<file path="config.mk">
export PLATFORM = sky130hd
export DESIGN_NAME = ppu_vsa_scroll
export DESIGN_NICKNAME = d
export VERILOG_FILES = /design/src/hdl/ppu_vsa_pkg.sv /design/src/hdl/ppu_vsa_scroll.sv
export SDC_FILE = /design/constraint.sdc
export NUM_CORES = 1
export LEC_CHECK = 0
export ABC_AREA = 1
export BUFFER_PORTS_ARGS = -buffer_cell sky130_fd_sc_hd__buf_4
export CAP_MARGIN = 20
export CORE_MARGIN = 5
export CORE_UTILIZATION = 55
export CTS_CLUSTER_DIAMETER = 120
export DETAILED_ROUTE_END_ITERATION = 6
export PLACE_DENSITY_LB_ADDON = 0.05
export SLEW_MARGIN = 20
export SYNTH_ARGS = -nofsm -noshare
export SYNTH_HDL_FRONTEND = slang
export SYNTH_SLANG_ARGS = --single-unit
export TNS_END_PERCENT = 10
</file>
<file path="constraint.sdc">
create_clock -name clk -period 4.6 [get_ports clk]
set_input_delay 0.23 -clock clk [delete_from_list [all_inputs] [get_ports clk]]
set_output_delay 0.23 -clock clk [all_outputs]
set_load 0.01 [all_outputs]
</file>
<file path="src/hdl/ppu_vsa_pkg.sv">
// ============================================================================
// ppu_vsa_pkg
// Shared types and constants of the VRAM and scroll-address unit.
// ============================================================================
package ppu_vsa_pkg;

  // Width of a mirrored video memory address (16 KiB space).
  localparam int unsigned VRAM_AW = 14;

  // Operation codes carried in the func field.
  localparam logic [3:0] FUNC_CTRL         = 4'd0;
  localparam logic [3:0] FUNC_SCROLL       = 4'd1;
  localparam logic [3:0] FUNC_ADDR         = 4'd2;
  localparam logic [3:0] FUNC_DATA_WRITE   = 4'd3;
  localparam logic [3:0] FUNC_DATA_READ    = 4'd4;
  localparam logic [3:0] FUNC_INCREMENT    = 4'd5;
  localparam logic [3:0] FUNC_CLEAR_TOGGLE = 4'd6;
  localparam logic [3:0] FUNC_INC_X        = 4'd7;
  localparam logic [3:0] FUNC_INC_Y        = 4'd8;
  localparam logic [3:0] FUNC_COPY_X       = 4'd9;
  localparam logic [3:0] FUNC_COPY_Y       = 4'd10;
  localparam logic [3:0] FUNC_DIRECT_READ  = 4'd11;
  localparam logic [3:0] FUNC_DIRECT_WRITE = 4'd12;

  // Nametable mirroring modes.
  localparam logic [2:0] MIRROR_HORIZONTAL  = 3'd0;
  localparam logic [2:0] MIRROR_VERTICAL    = 3'd1;
  localparam logic [2:0] MIRROR_SINGLE_LOW  = 3'd2;
  localparam logic [2:0] MIRROR_SINGLE_HIGH = 3'd3;

  // Coarse Y values with special wrap behavior.
  localparam logic [4:0] COARSE_Y_LAST_ROW = 5'd29;
  localparam logic [4:0] COARSE_Y_MAX      = 5'd31;

  // One input transaction.
  typedef struct packed {
    logic [3:0]  func;
    logic [7:0]  value;
    logic [15:0] address;
    logic        increment_by_32;
  } in_item_t;

  // Scroll and address register state.
  typedef struct packed {
    logic [14:0] cur;
    logic [14:0] tmp;
    logic [2:0]  fine_x;
    logic        toggle;
  } scroll_state_t;

  // Source of the read data of a result.
  typedef enum logic [1:0] {
    RD_NONE,
    RD_MEM,
    RD_BUF
  } rd_sel_t;

endpackage

</file>
<file path="src/hdl/ppu_vsa_scroll.sv">
// ============================================================================
// ppu_vsa_scroll
// Current/temporary address, fine X and write toggle with their updates.
// ============================================================================
module ppu_vsa_scroll
  import ppu_vsa_pkg::*;
(
  input  logic          clk,
  input  logic          rst_n,
  input  logic          upd,
  input  in_item_t      item,
  output scroll_state_t state_r,
  output scroll_state_t state_nxt
);

  logic [7:0]  val;
  logic [13:0] step_sum;
  logic [4:0]  cy;

  assign val = item.value;

  // Address step of 1 or 32, wrapped to 14 bits.
  assign step_sum = state_r.cur[13:0] + (item.increment_by_32 ? 14'd32 : 14'd1);

  // Next register state for the operation.
  always_comb begin
    state_nxt = state_r;
    cy        = state_r.cur[9:5];
    case (item.func)
      FUNC_CTRL: begin
        state_nxt.tmp[11:10] = val[1:0];
      end
      FUNC_SCROLL: begin
        if (state_r.toggle) begin
          state_nxt.tmp[14:12] = val[2:0];
          state_nxt.tmp[9:5]   = val[7:3];
        end else begin
          state_nxt.tmp[4:0] = val[7:3];
          state_nxt.fine_x   = val[2:0];
        end
        state_nxt.toggle = ~state_r.toggle;
      end
      FUNC_ADDR: begin
        if (state_r.toggle) begin
          state_nxt.tmp = {state_r.tmp[14:8], val};
          state_nxt.cur = {state_r.tmp[14:8], val};
        end else begin
          state_nxt.tmp = {1'b0, val[5:0], state_r.tmp[7:0]};
        end
        state_nxt.toggle = ~state_r.toggle;
      end
      FUNC_DATA_WRITE, FUNC_INCREMENT: begin
        state_nxt.cur = {1'b0, step_sum};
      end
      FUNC_CLEAR_TOGGLE: begin
        state_nxt.toggle = 1'b0;
      end
      FUNC_INC_X: begin
        if (state_r.cur[4:0] == 5'h1F) begin
          state_nxt.cur[4:0] = 5'd0;
          state_nxt.cur[10]  = ~state_r.cur[10];
        end else begin
          state_nxt.cur[4:0] = state_r.cur[4:0] + 5'd1;
        end
      end
      FUNC_INC_Y: begin
        if (state_r.cur[14:12] != 3'h7) begin
          state_nxt.cur[14:12] = state_r.cur[14:12] + 3'd1;
        end else begin
          state_nxt.cur[14:12] = 3'd0;
          if (state_r.cur[9:5] == COARSE_Y_LAST_ROW) begin
            cy                 = 5'd0;
            state_nxt.cur[11]  = ~state_r.cur[11];
          end else if (state_r.cur[9:5] == COARSE_Y_MAX) begin
            cy = 5'd0;
          end else begin
            cy = state_r.cur[9:5] + 5'd1;
          end
          state_nxt.cur[9:5] = cy;
        end
      end
      FUNC_COPY_X: begin
        state_nxt.cur[10]  = state_r.tmp[10];
        state_nxt.cur[4:0] = state_r.tmp[4:0];
      end
      FUNC_COPY_Y: begin
        state_nxt.cur[14:11] = state_r.tmp[14:11];
        state_nxt.cur[9:5]   = state_r.tmp[9:5];
      end
      default: ;
    endcase
  end

  // State registers advance once per transaction.
  always_ff @(posedge clk) begin
    if (!rst_n) begin
      state_r <= '0;
    end else if (upd) begin
      state_r <= state_nxt;
    end
  end

endmodule

</file>
==> metrics.txt <==
gpl congestion=0.9366; Nets=681; most frequently used flop master after synthesis=dfxtp_1; minimum clock period=2.487 ns; Root Buffer=clkbuf_8; post-synthesis cell area=0.003173 mm²; Final setup viols=0; Sw Ratio=37.53%; global-route wire length before repair=17220 µm; initial antenna violation count=0; DRC=0; Setup TNS Final=0 ns; post-DP HPWL=7991 µm; Avg Inst Size Synth=5.577 µm²; clock sinks=34; filler instances=529; max FFs per register=34; Resized cells post-CTS=0; WL final=10680 µm; Core ar.=0.005540 mm²; Pint=0.0005595 W; Die Y=85.96 µm; CP max FO=7; largest area contributor in the netlist=dfxtp_1; status=finished, final reports clean; hold_buf cts=0; slew margin rel.=52.95%; clock tree buffer depth=2; top-area cell type share of the netlist area=21.45%; library cells used by synthesis=32; MaxCap Viol Count=0; # IOs=100; share of cells above drive strength 1=16.77%; CTS tree=yes; Layout Skew=0.01036 ns; Synth area leaders=dfxtp_1 21%, nand2_1 17%, nand3_1 9.8%, inv_1 9.7%, nor2_1 9.2%; sequential share of the synthesized area=21.45%; Async SR Flop Fraction=0%; period utilization=54.07%; Clk pwr share=26.0%; Logic pwr share=34.9%; largest net degree at the start of global routing=47; total CTS buffers=5; Avg Vias per Cell=5.603; Syn Inst Count=569; highest-count cells in the layout ignoring fill and taps=144 x nand2_1, 84 x buf_4, 82 x inv_1; antenna cell count=0; fmax=0.4021 GHz; crit path DAT=2.26 ns; Setup Crit Path Kind=reg -> out; yosys warns=0; Top reg by flops=state_r; die width=85.96 µm; RSZ-0062 raised after global routing=no; Area Overhead vs Synth=22.20%; Synthesized Nets=611; final slew viol count=0; drt first pass iters=6; Top Registers=state_r (34); Worst-Skew Late Latency=0.29 ns; Avg WL per Cell=15.04 µm; FP Rows=27; switching pwr=0.0003362 W; total die area=0.007388 mm²; Initial DRC Count=366; EDFF count, synth=0; Worst-path clk slew=0.07 ns; Pleak=2.045 nW; final hold violation count=0; Pwr Density=231.0 mW/mm²; startpoint types=register; H-tree levels=2; Synth Register Bits=34; Worst Max-Slew Pin Slew=0.7047 ns; Worst setup EP type=output port; Hold Crit Class=in -> reg; antenna-violating nets left=0; dpl ws=2.456 ns; Post CTS Setup Buffer Count=0; vias in the first global route=3619; CP required=4.37 ns; initial core utilization=57.27%; via count=3978; Reg power frac=39.0%; leading cell type in the layout, fill and taps excluded=nand2_1; PnR worst setup slack=2.113 ns; gr usage total=28.50%; input/output buffers=83; Congestion Overflow GR=0; maximum vdd drop=128.3 µV
## cells in the mapped netlist, types with 3 or more instances
master and number:
a21oi_1 33, a31oi_1 3, buf_2 4, buf_4 4, clkbuf_1 11, dfxtp_1 34
ha_1 10, inv_1 82, inv_2 4, nand2_1 144, nand3_1 62, nor2_1 78
nor2_2 3, o211ai_1 17, o21ai_0 49, o21ai_1 3, o22ai_1 4, or2_2 3
## worst max-delay path, cell delays in order (launching register included)
cell and delay [ns]:
dfxtp_1 0.47, ha_1 0.20, ha_1 0.31, inv_1 0.21
o21ai_0 0.22, nand3_1 0.10, nor2_1 0.11, nor2_1 0.05
nand2_1 0.06, nand2_1 0.07, inv_1 0.06, buf_4 0.11
## routing by layer
metal / up-vias / GRT usage, % / part of all wire [%]
met5: - / 0 / 0
met4: 0 / 8.777 / 2.9
met3: 29 / 5.379 / 8.7
met2: 193 / 49.05 / 46
met1: 1769 / 35.74 / 42
li1: 1987 / - / -
## layout make-up
cell class	instances	area [µm²]	area share, %
clock buffer	6	82.58	2.130
inverter	86	322.8	8.325
multi-input combinational	428	2071	53.40
sequential	34	680.7	17.55
tap	72	90.09	2.323
timing repair buffer	84	630.6	16.26
## power groups by stage
stage                     Clock (W)  Combinational [W]  Sequential (W)
final                      0.000233           0.000313        0.000350
after global routing       0.000247           0.000346        0.000354
after CTS                  0.000236           0.000311        0.000349
after detailed placement          0           0.000310        0.000356
after global placement            0           0.000303        0.000355
after floorplan                   0           0.000172        0.000355
## path summary, 6_finish.rpt
kind | from | end | slack, ns | cells after the start
setup / recovery | state_r[32]$_SDFFE_PN0P_ | state_nxt[26] | 2.11 | 11
hold / removal | rst_n | state_r[26]$_SDFFE_PN0P_ | 0.26 | 3
setup reg to reg | state_r[0]$_SDFFE_PN0P_ | state_r[22]$_SDFFE_PN0P_ | 2.57 | 9
hold reg to reg | state_r[15]$_SDFFE_PN0P_ | state_r[15]$_SDFFE_PN0P_ | 0.56 | 2
## per-stage QoR
stage	area, µm²	std cells	utilization [%]	hold WS (ns)	total power, W
floorplan	3173	569	-	0.3684	0.0005276
global placement	3795	704	68.50	0.5365	0.0006587
detailed placement	3795	704	68.50	0.5339	0.0006654
CTS	3877	710	69.99	0.2500	0.0008957
global route	3877	710	69.99	0.2639	0.0009470
finish	3877	710	69.99	0.2558	0.0008957
## cell families (layout without fill, tap and decap cells)
kind of cell	count (synthesis)	in the layout	share of synthesized area [%]
AND/OR/NAND/NOR	301	301	40.18
AO/OA/AOI/OAI	114	114	20.31
buffers and inverters	107	176	13.29
flip-flops	34	34	21.45
adder cells (fa/ha/maj)	10	10	3.943
XOR/XNOR	3	3	0.8282
No activity file was read; power rests on OpenSTA's default activity.
