<file path="config.mk">
export PLATFORM = sky130hd
export DESIGN_NAME = ppu_vsa_addr_map
export DESIGN_NICKNAME = d
export VERILOG_FILES = /design/src/hdl/ppu_vsa_pkg.sv /design/src/hdl/ppu_vsa_addr_map.sv
export SDC_FILE = /design/constraint.sdc
export NUM_CORES = 1
export LEC_CHECK = 0
export BUFFER_PORTS_ARGS = -buffer_cell sky130_fd_sc_hd__buf_2
export CAP_MARGIN = 30
export CELL_PAD_IN_SITES_DETAIL_PLACEMENT = 1
export CELL_PAD_IN_SITES_GLOBAL_PLACEMENT = 1
export CORE_AREA = 8 8 45 47
export DETAILED_ROUTE_END_ITERATION = 10
export DIE_AREA = 0 0 53 55
export GPL_ROUTABILITY_DRIVEN = 0
export GPL_TIMING_DRIVEN = 0
export PLACE_DENSITY_LB_ADDON = 0.1
export SLEW_MARGIN = 0
export SYNTH_ARGS = -nofsm -noshare
export SYNTH_HDL_FRONTEND = slang
export SYNTH_SLANG_ARGS = --single-unit
</file>
<file path="constraint.sdc">
create_clock -name vclk -period 1.1
set_input_delay 0.275 -clock vclk [all_inputs]
set_output_delay 0.275 -clock vclk [all_outputs]
set_load 0.02 [all_outputs]
</file>
<file path="src/hdl/ppu_vsa_pkg.sv">
// ============================================================================
// ppu_vsa_pkg
// Shared types and constants of the VRAM and scroll-address unit.
// ============================================================================
package ppu_vsa_pkg;

  // Width of a mirrored video memory address (16 KiB space).
  localparam int unsigned VRAM_AW = 14;

  // Operation codes carried in the func field.
  localparam logic [3:0] FUNC_CTRL         = 4'd0;
  localparam logic [3:0] FUNC_SCROLL       = 4'd1;
  localparam logic [3:0] FUNC_ADDR         = 4'd2;
  localparam logic [3:0] FUNC_DATA_WRITE   = 4'd3;
  localparam logic [3:0] FUNC_DATA_READ    = 4'd4;
  localparam logic [3:0] FUNC_INCREMENT    = 4'd5;
  localparam logic [3:0] FUNC_CLEAR_TOGGLE = 4'd6;
  localparam logic [3:0] FUNC_INC_X        = 4'd7;
  localparam logic [3:0] FUNC_INC_Y        = 4'd8;
  localparam logic [3:0] FUNC_COPY_X       = 4'd9;
  localparam logic [3:0] FUNC_COPY_Y       = 4'd10;
  localparam logic [3:0] FUNC_DIRECT_READ  = 4'd11;
  localparam logic [3:0] FUNC_DIRECT_WRITE = 4'd12;

  // Nametable mirroring modes.
  localparam logic [2:0] MIRROR_HORIZONTAL  = 3'd0;
  localparam logic [2:0] MIRROR_VERTICAL    = 3'd1;
  localparam logic [2:0] MIRROR_SINGLE_LOW  = 3'd2;
  localparam logic [2:0] MIRROR_SINGLE_HIGH = 3'd3;

  // Coarse Y values with special wrap behavior.
  localparam logic [4:0] COARSE_Y_LAST_ROW = 5'd29;
  localparam logic [4:0] COARSE_Y_MAX      = 5'd31;

  // One input transaction.
  typedef struct packed {
    logic [3:0]  func;
    logic [7:0]  value;
    logic [15:0] address;
    logic        increment_by_32;
  } in_item_t;

  // Scroll and address register state.
  typedef struct packed {
    logic [14:0] cur;
    logic [14:0] tmp;
    logic [2:0]  fine_x;
    logic        toggle;
  } scroll_state_t;

  // Source of the read data of a result.
  typedef enum logic [1:0] {
    RD_NONE,
    RD_MEM,
    RD_BUF
  } rd_sel_t;

endpackage

</file>
<file path="src/hdl/ppu_vsa_addr_map.sv">
// ============================================================================
// ppu_vsa_addr_map
// Mirrors a video address: 14-bit wrap, 0x3000 fold, palette fold, nametables.
// ============================================================================
module ppu_vsa_addr_map
  import ppu_vsa_pkg::*;
(
  input  logic [VRAM_AW-1:0] addr_in,
  input  logic [2:0]         mirror_mode,
  output logic [VRAM_AW-1:0] addr_out,
  output logic               is_palette
);

  logic [VRAM_AW-1:0] a;

  always_comb begin
    a = addr_in;
    // Fold 0x3000-0x3EFF down onto the nametables.
    if (a[13:12] == 2'b11 && a[11:8] != 4'hF) begin
      a[12] = 1'b0;
    end
    // Palette space repeats every 32 bytes.
    if (a[13:8] == 6'h3F) begin
      a[7:5] = 3'b000;
      // Sprite palette entry zero of each group aliases the background one.
      if (a[4] && a[1:0] == 2'b00) begin
        a[4] = 1'b0;
      end
    end
    // Nametable mirroring by mode.
    if (a[13:12] == 2'b10) begin
      case (mirror_mode)
        MIRROR_HORIZONTAL:  a[10] = 1'b0;
        MIRROR_VERTICAL:    a[11] = 1'b0;
        MIRROR_SINGLE_LOW:  a[11:10] = 2'b00;
        MIRROR_SINGLE_HIGH: a[11:10] = 2'b01;
        default: ;
      endcase
    end
    addr_out   = a;
    is_palette = (a[13:8] == 6'h3F);
  end

endmodule

</file>
==> results.sh, run 1 <==
export IMPL_synth_seq_area_share=0
export IMPL_pin_count=32
export IMPL_via_per_inst=3.96
export IMPL_dieArea_sq_um=2920
export IMPL_yosysTopAreaCellShare=0.316
export IMPL_p_int_uw=117
export IMPL_rsz0062_at_grt="true"
export IMPL_ir_worst_vdd_mv=0.136
export IMPL_hold_path_class="input pin to primary output"
export IMPL_swShare=0.443
export IMPL_tightest_slew_ns=0.133
export IMPL_slew_headroom=0.912
export IMPL_ff_latch_area_sq_um=0
export IMPL_clockPowerShare=0
export IMPL_max_cap_viol_count=0
export IMPL_grt_ovfl_total=0
export IMPL_path_class="input pin to primary output"
export IMPL_grt_max_degree=6
export IMPL_clock_buffers=0
export IMPL_status="finished with violations"
export IMPL_layout_nets=77
export IMPL_setup_slack_ns=-0.246
export IMPL_start_kind="input pin"
export IMPL_drtIter0Drc=0
export IMPL_synth_area_sq_um=166
export IMPL_grt_pass1_vias=339
export IMPL_hpwl_um=804
export IMPL_antenna_left=0
export IMPL_yosysMostFrequentCell="buf_4"
export IMPL_place_inst=71
export IMPL_layout_drive_gt1_share=0.862
export IMPL_fin_crit_ns=1.35
export IMPL_seq_cells=0
export IMPL_synth_area_top_cells="buf_4 32%, and2_2 14%, o31a_1 11%"
export IMPL_p_leak_uw=0.000269
export IMPL_rows=14
export IMPL_routedWlPerCell_um=13.3
export IMPL_cp_arrival_ns=1.07
export IMPL_antenna_found_initial=0
export IMPL_n_fill_cell=180
export IMPL_grt_usage=0.0687
export IMPL_synth_warnings=0
export IMPL_multi_input_area_sq_um=151
export IMPL_maxSlewViolCount=0
export IMPL_fin_area_sq_um=507
export IMPL_cp_max_fo=5
export IMPL_fin_cells=74
export IMPL_die_w_um=53
export IMPL_synthToLayoutAreaGrowth_pct=205
export IMPL_drc=0
export IMPL_place_area_sq_um=337
export IMPL_core_area_sq_um=1380
export IMPL_power_density_nw_per_um2=414
export IMPL_seqPwrFrac=0
export IMPL_die_y_um=55
export IMPL_avgSynthCellArea_sq_um=6.66
export IMPL_syn_nets=42
export IMPL_drt_wl_total_um=984
export IMPL_fmax_mhz=743
export IMPL_crit_required_ns=0.82
export IMPL_n_antenna_cell=0
export IMPL_portBuffers=30
export IMPL_start_util=0.120
export IMPL_yosys_top_cells_count="7 x buf_4, 3 x and2_2, 3 x inv_1, 3 x nor2_1, 2 x o31a_1"
export IMPL_combPwrFrac=1.000
export IMPL_hold_viol=0
export IMPL_grt_pass1_wl_um=1600
export IMPL_firstDrtPassIters=1
export IMPL_switchingPower_uw=93.1
export IMPL_num_vias=293
export IMPL_fin_crit_sh=1.22
export IMPL_yosysTopAreaCell="buf_4"
export IMPL_total_power_uw=210
export IMPL_critPathCaptureType="primary output"
export IMPL_syn_inst=25
export IMPL_violations="setup timing"
export IMPL_yosysUniqueCellTypes=12
export IMPL_setup_violations_final=8
-- power by group through the flow --
stage / Combinational (uW) / Sequential [uW] / Clock, uW
floorplan: 83.0 / 0 / 0
global placement: 148 / 0 / 0
detailed placement: 148 / 0 / 0
CTS: 196 / 0 / 0
global route: 224 / 0 / 0
finish: 210 / 0 / 0
-- path summary, 6_finish.rpt --
check | from | endpoint | slack [ns] | cells past startpoint
setup / recovery | addr_in[12] | addr_out[4] | -0.25 | 5
hold / removal | addr_in[3] | addr_out[3] | 0.77 | 2
-- metal layers --
metal | share of wire | GRT usage | up-vias
met1 | 0.36 | 0.0799 | 135
met5 | 0 | 0 | -
met2 | 0.54 | 0.129 | 14
met4 | 0 | 0 | 0
met3 | 0.10 | 0.0187 | 0
li1 | - | - | 144
-- repair_timing --
action                     in CTS  in global routing
pin swaps                       7                  1
setup endpoints to repair       7                  8
resized for setup              25                 10
hold buffers                    0                  0
setup buffers                   3                  0
-- logic make-up after synthesis --
| kind of cell | after synthesis | synth area share |
|---|---|---|
| AOI/OAI and AO/OA | 4 | 0.211 |
| buffers and inverters | 10 | 0.383 |
| and+or+nand+nor | 11 | 0.406 |
-- critical path, stage by stage --
cell,delay (ns)
buf_8,0.08
and4_1,0.20
nand3_2,0.11
o31a_1,0.27
buf_6,0.13
-- stage by stage --
stage	hold WS, ns	util	setup TNS, ns	setup WS [ns]
after floorplan	0.663	-	-0.0525	-0.0525
after global placement	0.773	0.243	-1.55	-0.288
after detailed placement	0.774	0.243	-1.52	-0.283
after CTS	0.774	0.342	-1.42	-0.242
after global routing	0.779	0.366	-1.66	-0.298
final	0.771	0.366	-1.30	-0.246
-- cell usage in the layout (no fill, tap or decap) --
| master | instances |
|---|---|
| buf_2 | 16 |
| buf_6 | 11 |
| buf_4 | 9 |
| inv_1 | 3 |
| buf_8 | 3 |
| nor2_1 | 2 |
| o31a_1 | 2 |
| and2_2 | 2 |
| nand2_2 | 1 |
| nand3_4 | 1 |
| o22ai_2 | 1 |
| nor2_4 | 1 |
| nand2b_4 | 1 |
| o32a_4 | 1 |
| and4_1 | 1 |
| nand3_2 | 1 |
| and2_4 | 1 |
| clkbuf_4 | 1 |
-- layout make-up --
class	count	area share
Tap cell	16	0.0395
Buffer	7	0.104
Multi-Input combinational cell	15	0.299
Inverter	3	0.0222
Timing Repair Buffer	33	0.536
Power figures use the tool's default switching activity.
==> run 2: changes to the inputs <==
- MAX_ROUTING_LAYER: not set -> met4
- REMOVE_ABC_BUFFERS: not set -> 1
- clock period: 1.1 -> 1.4 ns (I/O delays scaled with it)
==> run 2 against run 1 <==
Compared with the run above: the flow still finishes with violations (setup timing); power decreased by 32%; critical path type unchanged; count of clock-buffer cells in the layout unchanged; largest cell class unchanged; cell count decreased by 9.5%; first-iteration DRC count increased by 1.
==> results.sh, run 2 (synthesis gave the netlist of run 1 again) <==
export IMPL_status="finished with violations"
export IMPL_violations="setup timing"
export IMPL_clockPowerShare=0
export IMPL_rsz0062_at_grt="true"
export IMPL_seq_cells=0
export IMPL_max_cap_viol_count=0
export IMPL_slew_headroom=0.901
export IMPL_grt_pass1_vias=310
export IMPL_layout_common_cells="18 x buf_2, 6 x buf_4, 5 x buf_6"
export IMPL_n_fill_cell=164
export IMPL_grt_ovfl_total=0
export IMPL_rows=14
export IMPL_final_common_cell="buf_2"
export IMPL_crit_required_ns=1.05
export IMPL_multi_input_area_sq_um=144
export IMPL_critPathSlowestCell="o31a_1"
export IMPL_portBuffers=28
export IMPL_hold_start="addr_in[2]"
export IMPL_tightest_slew_ns=0.149
export IMPL_place_area_sq_um=274
export IMPL_fin_crit_sh=1.07
export IMPL_maxSlewViolCount=0
export IMPL_drtIter0Drc=1
export IMPL_grt_usage=0.0679
export IMPL_hold_path_end="addr_out[2]"
export IMPL_via_per_inst=4.09
export IMPL_p_int_uw=75.7
export IMPL_worstHoldPathCells=0
export IMPL_setup_slack_ns=-0.0939
export IMPL_clock_buffers=0
export IMPL_holdBufCountCts=0
export IMPL_hold_path_class="input pin to primary output"
export IMPL_fin_area_sq_um=427
export IMPL_layout_drive_gt1_share=0.824
export IMPL_start_kind="input pin"
export IMPL_seqPwrFrac=0
export IMPL_synthToLayoutAreaGrowth_pct=156
export IMPL_p_leak_uw=0.000224
export IMPL_combPwrFrac=1.000
export IMPL_num_vias=274
export IMPL_antenna_left=0
export IMPL_cp_cell_sequence="buf_8 > and4_1 > nand3_2 > o31a_1 > buf_6"
export IMPL_die_y_um=55
export IMPL_layout_nets=70
export IMPL_core_area_sq_um=1380
export IMPL_fmax_mhz=669
export IMPL_drt_wl_total_um=1010
export IMPL_cp_max_fo=5
export IMPL_utilization=0.308
export IMPL_die_w_um=53
export IMPL_max_stage_delay_ns=0.27
export IMPL_drc=0
export IMPL_path_class="input pin to primary output"
export IMPL_antenna_found_initial=0
export IMPL_routedWlPerCell_um=15.1
export IMPL_cp_arrival_ns=1.14
export IMPL_grt_max_degree=6
export IMPL_start_util=0.120
export IMPL_pin_count=32
export IMPL_hold_viol=0
export IMPL_fin_crit_ns=1.49
export IMPL_firstDrtPassIters=2
export IMPL_critPathCaptureType="primary output"
export IMPL_switchingPower_uw=66.5
export IMPL_ff_latch_area_sq_um=0
export IMPL_total_power_uw=142
export IMPL_ir_worst_vdd_mv=0.0875
export IMPL_n_antenna_cell=0
export IMPL_setup_violations_final=4
export IMPL_swShare=0.468
export IMPL_dieArea_sq_um=2920
export IMPL_grt_pass1_wl_um=1500
export IMPL_power_density_nw_per_um2=333
[run 2: cell count changes in the layout (fill, tap and decap cells not counted), sizes merged]
cell	change
buf	-6
clkbuf	-1
[run 2: worst max path at each step]
stage / endpoint / cells past startpoint / from
6_report: addr_out[4] / 5 / addr_in[10]
5_1_grt: addr_out[4] / 5 / addr_in[8]
4_1_cts: addr_out[4] / 5 / addr_in[8]
3_5_place_dp: addr_out[4] / 5 / addr_in[11]
3_3_place_gp: addr_out[4] / 5 / addr_in[10]
2_1_floorplan: addr_out[4] / 3 / addr_in[8]
[run 2: what timing repair did]
action,4_1_cts,5_1_grt
setup buffers,5,0
endpoints found under the setup margin,6,6
pin swaps,6,3
gates resized for setup,20,8
[run 2: metrics by stage]
| stage | std cells | hold WS, ns | setup WS (ns) | setup TNS (ns) |
|---|---|---|---|---|
| floorplan | 18 | 0.700 | 0.0975 | 0 |
| global placement | 62 | 0.700 | -0.122 | -0.477 |
| detailed placement | 62 | 0.700 | -0.133 | -0.547 |
| CTS | 67 | 0.700 | -0.0894 | -0.275 |
| global route | 67 | 0.700 | -0.138 | -0.415 |
| finish | 67 | 0.700 | -0.0939 | -0.223 |
[run 2: layout make-up]
| class | instances | share of cell area |
|---|---|---|
| Tap cell | 16 | 0.0469 |
| Multi-Input combinational cell | 15 | 0.337 |
| Inverter | 3 | 0.0264 |
| Timing Repair Buffer | 33 | 0.589 |
[run 2: power groups by stage]
stage | clock [uW] | sequential, uW | combinational, uW
after floorplan | 0 | 0 | 36.0
after global placement | 0 | 0 | 93.5
after detailed placement | 0 | 0 | 95.5
after CTS | 0 | 0 | 131
after global routing | 0 | 0 | 152
final | 0 | 0 | 142
[run 2: metal layers]
metal  GRT usage  vias to the layer above  wire [um]
met5           -                        -          0
met4           0                        0          0
met3      0.0160                        0        103
met2       0.129                       15        567
met1      0.0739                      128        343
li1            -                      131          -
[run 2: critical path, delay by kind of cell]
family	cells	cell delay (ns)
AO/OA/AOI/OAI	1	0.27
buffers and inverters	2	0.21
AND/OR/NAND/NOR	2	0.32
